File: src/hdl/cf4_pkg.sv
// ----------------------------------------------------------------------------
// cf4_pkg
// shared types and constants for the segmented character map lookup
// ----------------------------------------------------------------------------
package cf4_pkg;

    // field widths
    localparam int CMD_W     = 2;
    localparam int CNT_W     = 9;
    localparam int SEG_IDX_W = 8;
    localparam int CODE_W    = 16;
    localparam int WADDR_W   = 12;
    localparam int CP_W      = 21;
    localparam int GADDR_W   = 18;
    localparam int S_TDATA_W = 112;
    localparam int M_TDATA_W = 16;
    localparam int M_TUSER_W = 2;

    // default sizes
    localparam int DEF_MAX_SEGMENTS = 256;
    localparam int DEF_WORD_DEPTH   = 4096;

    // command codes
    localparam logic [CMD_W-1:0] CMD_LOAD_SEG  = 2'd0;
    localparam logic [CMD_W-1:0] CMD_LOAD_WORD = 2'd1;
    localparam logic [CMD_W-1:0] CMD_LOOKUP    = 2'd2;

    // kind of result written to the output register
    typedef enum logic [1:0] {
        RES_MISS,
        RES_OOB,
        RES_DIRECT,
        RES_WORD
    } t_res_kind;

    // one segment store entry
    typedef struct packed {
        logic [CODE_W-1:0] delta;
        logic [CODE_W-1:0] start;
        logic [CODE_W-1:0] last;
    } t_seg_entry;

    // controller to datapath
    typedef struct packed {
        logic      load_seg;
        logic      load_word;
        logic      start_lookup;
        logic      scan_en;
        logic      word_rd_ofs;
        logic      calc_gaddr;
        logic      word_rd_gly;
        logic      res_load;
        t_res_kind res_kind;
    } t_dp_cmd;

    // datapath to controller
    typedef struct packed {
        logic cp_big;
        logic hit;
        logic scan_end;
        logic below_start;
        logic idx_oob;
        logic ofs_zero;
        logic gaddr_oob;
        logic word_zero;
    } t_dp_status;

endpackage

File: src/hdl/cf4_ctrl.sv
// ----------------------------------------------------------------------------
// cf4_ctrl
// lookup sequencer: scan, offset read, glyph read, result hand-off
// ----------------------------------------------------------------------------
module cf4_ctrl
    import cf4_pkg::*;
(
    input  logic             i_clk,
    input  logic             i_rst_n,
    input  logic             i_in_vld,
    input  logic [CMD_W-1:0] i_in_cmd,
    output logic             o_in_rdy,
    output t_dp_cmd          o_cmd,
    input  t_dp_status       i_sts,
    output logic             o_out_vld,
    input  logic             i_out_rdy
);

    typedef enum logic [2:0] {
        ST_IDLE,
        ST_SCAN,
        ST_SEG,
        ST_OFS,
        ST_GADDR,
        ST_GLY
    } t_state;

    t_state    r_state;
    t_state    n_state;
    logic      r_out_vld;
    logic      out_free;
    logic      accept;
    logic      decide;
    t_res_kind kind;

    assign out_free  = !r_out_vld || i_out_rdy;
    assign o_in_rdy  = (r_state == ST_IDLE);
    assign accept    = i_in_vld && o_in_rdy;
    assign o_out_vld = r_out_vld;

    always_comb begin
        n_state = r_state;
        o_cmd   = '0;
        decide  = 1'b0;
        kind    = RES_MISS;
        unique case (r_state)
            ST_IDLE: begin
                if (accept) begin
                    priority if (i_in_cmd == CMD_LOAD_SEG) begin
                        o_cmd.load_seg = 1'b1;
                    end else if (i_in_cmd == CMD_LOAD_WORD) begin
                        o_cmd.load_word = 1'b1;
                    end else if (i_in_cmd == CMD_LOOKUP) begin
                        o_cmd.start_lookup = 1'b1;
                        n_state = ST_SCAN;
                    end else begin
                        n_state = ST_IDLE;
                    end
                end
            end
            ST_SCAN: begin
                o_cmd.scan_en = 1'b1;
                priority if (i_sts.cp_big) begin
                    decide = 1'b1;
                end else if (i_sts.hit) begin
                    n_state = ST_SEG;
                end else if (i_sts.scan_end) begin
                    decide = 1'b1;
                end else begin
                    n_state = ST_SCAN;
                end
            end
            ST_SEG: begin
                priority if (i_sts.below_start) begin
                    decide = 1'b1;
                end else if (i_sts.idx_oob) begin
                    decide = 1'b1;
                    kind   = RES_OOB;
                end else begin
                    o_cmd.word_rd_ofs = 1'b1;
                    n_state = ST_OFS;
                end
            end
            ST_OFS: begin
                if (i_sts.ofs_zero) begin
                    decide = 1'b1;
                    kind   = RES_DIRECT;
                end else begin
                    o_cmd.calc_gaddr = 1'b1;
                    n_state = ST_GADDR;
                end
            end
            ST_GADDR: begin
                if (i_sts.gaddr_oob) begin
                    decide = 1'b1;
                    kind   = RES_OOB;
                end else begin
                    o_cmd.word_rd_gly = 1'b1;
                    n_state = ST_GLY;
                end
            end
            ST_GLY: begin
                decide = 1'b1;
                kind   = i_sts.word_zero ? RES_MISS : RES_WORD;
            end
            default: begin
                n_state = ST_IDLE;
            end
        endcase
        // hold in the deciding state until the output slot frees up
        o_cmd.res_kind = kind;
        if (decide && out_free) begin
            o_cmd.res_load = 1'b1;
            n_state = ST_IDLE;
        end
    end

    always_ff @(posedge i_clk) begin
        if (!i_rst_n) begin
            r_state   <= ST_IDLE;
            r_out_vld <= 1'b0;
        end else begin
            r_state <= n_state;
            if (o_cmd.res_load) begin
                r_out_vld <= 1'b1;
            end else if (i_out_rdy) begin
                r_out_vld <= 1'b0;
            end
        end
    end

endmodule

File: config.mk
export PLATFORM = sky130hd
export DESIGN_NAME = cf4_ctrl
export DESIGN_NICKNAME = d
export VERILOG_FILES = /design/src/hdl/cf4_pkg.sv /design/src/hdl/cf4_ctrl.sv
export SDC_FILE = /design/constraint.sdc
export NUM_CORES = 1
export LEC_CHECK = 0
export ABC_AREA = 1
export BUFFER_PORTS_ARGS = -buffer_cell sky130_fd_sc_hd__buf_2
export CAP_MARGIN = 30
export CELL_PAD_IN_SITES_DETAIL_PLACEMENT = 1
export CELL_PAD_IN_SITES_GLOBAL_PLACEMENT = 2
export CORE_MARGIN = 5
export CORE_UTILIZATION = 19
export CTS_BUF_LIST = sky130_fd_sc_hd__clkbuf_4 sky130_fd_sc_hd__clkbuf_8 sky130_fd_sc_hd__clkbuf_16
export CTS_CLUSTER_SIZE = 8
export DETAILED_ROUTE_END_ITERATION = 10
export GPL_TIMING_DRIVEN = 0
export PLACE_DENSITY_LB_ADDON = 0.1
export SETUP_SLACK_MARGIN = 0.5
export SLEW_MARGIN = 30
export SYNTH_ARGS = -nofsm -noshare
export SYNTH_HDL_FRONTEND = slang
export SYNTH_SLANG_ARGS = --single-unit
File: constraint.sdc
create_clock -name i_clk -period 1.3 [get_ports i_clk]
set_clock_uncertainty 0.05 [all_clocks]
set_input_delay 0.13 -clock i_clk [delete_from_list [all_inputs] [get_ports i_clk]]
set_output_delay 0.13 -clock i_clk [all_outputs]
set_load 0.02 [all_outputs]
==> flow_metrics.env <==
export IMPL_clkLatencyLatePin_ns=0.23
export IMPL_hold_path_class="in -> reg"
export IMPL_fin_crit_ns=1.51
export IMPL_yosys_top_cells_count="nand2_1 (17), inv_1 (10), nor2_1 (9), nand3_1 (6), nor2_2 (5)"
export IMPL_post_dp_cell_area_um2=684
export IMPL_cap_violations=0
export IMPL_place_congestion=0.665
export IMPL_grt_max_degree=9
export IMPL_num_rows=17
export IMPL_start_util=0.201
export IMPL_r2r_setup_slack_ns=-0.10
export IMPL_wl_um=1620
export IMPL_endpoint_kind="primary output"
export IMPL_slew_violations=0
export IMPL_worstReg2RegStart="r_state[1]"
export IMPL_synth_edf_count=0
export IMPL_setup_ws_ns=-0.207
export IMPL_synth_area_leaders="dfxtp_1 (18%), nand2_1 (14%), inv_1 (8.4%)"
export IMPL_ant_nets=0
export IMPL_synth_flop_cell="dfxtp_1"
export IMPL_holdPathEnd="o_out_vld"
export IMPL_hold_start="i_rst_n"
export IMPL_startpoint_type="flip-flop"
export IMPL_synth_largest_area_cell="dfxtp_1"
export IMPL_ys_warn_count=0
export IMPL_core_area_um2=2230
export IMPL_routedWlPerCell_um=11.4
export IMPL_syn_area_per_cell_um2=5.99
export IMPL_clockRootBuffer="clkbuf_4"
export IMPL_ys_ff_latch=4
export IMPL_fmaxAchievable_mhz=663
export IMPL_gr_total_overflow=0
export IMPL_slew_headroom=0.803
export IMPL_dr_total_vias=639
export IMPL_synth_cell_types=20
export IMPL_syn_to_final_growth_pct=108
export IMPL_dp_slack_ns=-0.201
export IMPL_worstReg2RegEnd="r_state[0]"
export IMPL_arrival_ns=1.33
export IMPL_cts_buffers=3
export IMPL_dieHeight_um=58.6
export IMPL_setup_viol=14
export IMPL_synth_top_area_share=0.178
export IMPL_finish_utilization=0.417
export IMPL_rsz0062_at_grt="yes"
export IMPL_die_area_um2=3440
export IMPL_r2r_cells=9
export IMPL_cp_startpoint="r_state[1]"
export IMPL_syn_area_um2=449
export IMPL_outcome="complete, but fails checks"
export IMPL_fp_dieW_um=58.6
export IMPL_cts_sinks=4
export IMPL_path_max_fanout=8
export IMPL_synth_fp_nets=89
export IMPL_cts_tree="done"
export IMPL_tightest_slew_ns=0.294
export IMPL_ir_drop_v=0.000535
export IMPL_clk_pin_slew_ns=0.04
export IMPL_yosysMostFrequentCell="nand2_1"
export IMPL_path_class="reg -> out"
export IMPL_drt_iter0_drc=10
export IMPL_finalCritPeriodShare=1.16
export IMPL_fin_area_um2=932
export IMPL_p_leak_nw=0.472
export IMPL_io_pins=26
export IMPL_vias_per_cell=4.50
export IMPL_filler_cell_count=285
export IMPL_route_detailed_drc=0
export IMPL_antenna_cells_inserted=0
export IMPL_postSynthCellCount=75
export IMPL_finalHoldViolCount=0
export IMPL_grt_total_usage=0.0986
export IMPL_seq_area_frac_synth=0.178
export IMPL_drive_gt1_frac=0.658
export IMPL_port_buffer_count=25
export IMPL_antenna_found_initial=0
export IMPL_nets=130
export IMPL_powerDensity_nw_per_um2=483
export IMPL_violations="negative setup slack"
export IMPL_clk_path_buf_depth=2
export IMPL_grt_first_pass_wirelength_um=2670
export IMPL_min_path_cells=3
export IMPL_crit_required_ns=1.12
export IMPL_dp_hpwl_um=1200
export IMPL_grt_pass1_vias=624
export IMPL_dr_pass1_iters=2
export IMPL_async_reset_ff_frac=0
export IMPL_htree_levels=1
==> cell usage in the layout (no fill, tap or decap), drive strengths merged <==
master and count:
nand3 9, a21oi 1, nor2 14, nand3b 1
dfxtp 4, inv 13, a21boi 1, o21ai 1
buf 38, nand4 3, or2 1, clkbuf 3
nor3 4, nand2 19, o211ai 2
==> metrics by stage <==
stage	cells	power [mW]	setup TNS (ns)	hold slack (ns)
after global placement	128	0.253	-0.743	0.294
final	142	0.450	-1.53	0.0599
after floorplan	75	0.202	0	0.178
after CTS	136	0.443	-1.56	0.0556
after detailed placement	128	0.254	-0.703	0.294
after global routing	142	0.495	-2.73	0.0728
==> registers in the layout, summed over array words and instances (netlist names) <==
signal,count
o_out_vld,1
r_state,3
==> layout make-up <==
| class | instances | area [um^2] | area share |
|---|---|---|---|
| inverter | 13 | 61.3 | 0.0658 |
| buffer | 2 | 31.3 | 0.0336 |
| sequential | 4 | 86.3 | 0.0926 |
| timing repair buffer | 36 | 270 | 0.290 |
| multi-input combinational | 56 | 425 | 0.456 |
| clock buffer | 3 | 22.5 | 0.0242 |
| tap | 28 | 35.0 | 0.0376 |
==> how the worst max path moves through the flow <==
stage	to
final	o_cmd[0]
after global routing	o_cmd[2]
after CTS	o_cmd[0]
after detailed placement	o_cmd[2]
after global placement	o_cmd[2]
after floorplan	o_cmd[7]
==> where the power goes <==
group / internal, mW / switching, mW / total, mW
logic: 0.0773 / 0.0910 / 0.168
clock network: 0.103 / 0.0514 / 0.155
registers: 0.125 / 0.00199 / 0.127
total: 0.305 / 0.144 / 0.450
==> cell families (layout without fill, tap and decap cells) <==
group | Yosys count | after routing | synth area share
flops | 4 | 4 | 0.178
compound gates | 5 | 5 | 0.0724
buf+inv | 15 | 54 | 0.150
simple gates | 51 | 51 | 0.599
==> routing by layer <==
metal,GRT usage,wire [um]
met2,0.179,837
met4,0.0194,0
met3,0.0285,80
met5,0,0
met1,0.115,698
==> worst max-delay path, stage by stage (launching register included) <==
cell and delay [ns]:
dfxtp_1 0.30, buf_6 0.15, inv_4 0.08, nand3_2 0.07, or2_4 0.25, o211ai_1 0.08, buf_4 0.17
==> timing repair <==
action	4_1_cts	5_1_grt
setup buffers	5	6
endpoints found under the hold margin	0	0
gates cloned	0	0
endpoints found under the setup margin	16	16
hold buffers	0	0
pin swaps	10	6
resized for setup	37	6
Power figures use the tool's default switching activity.
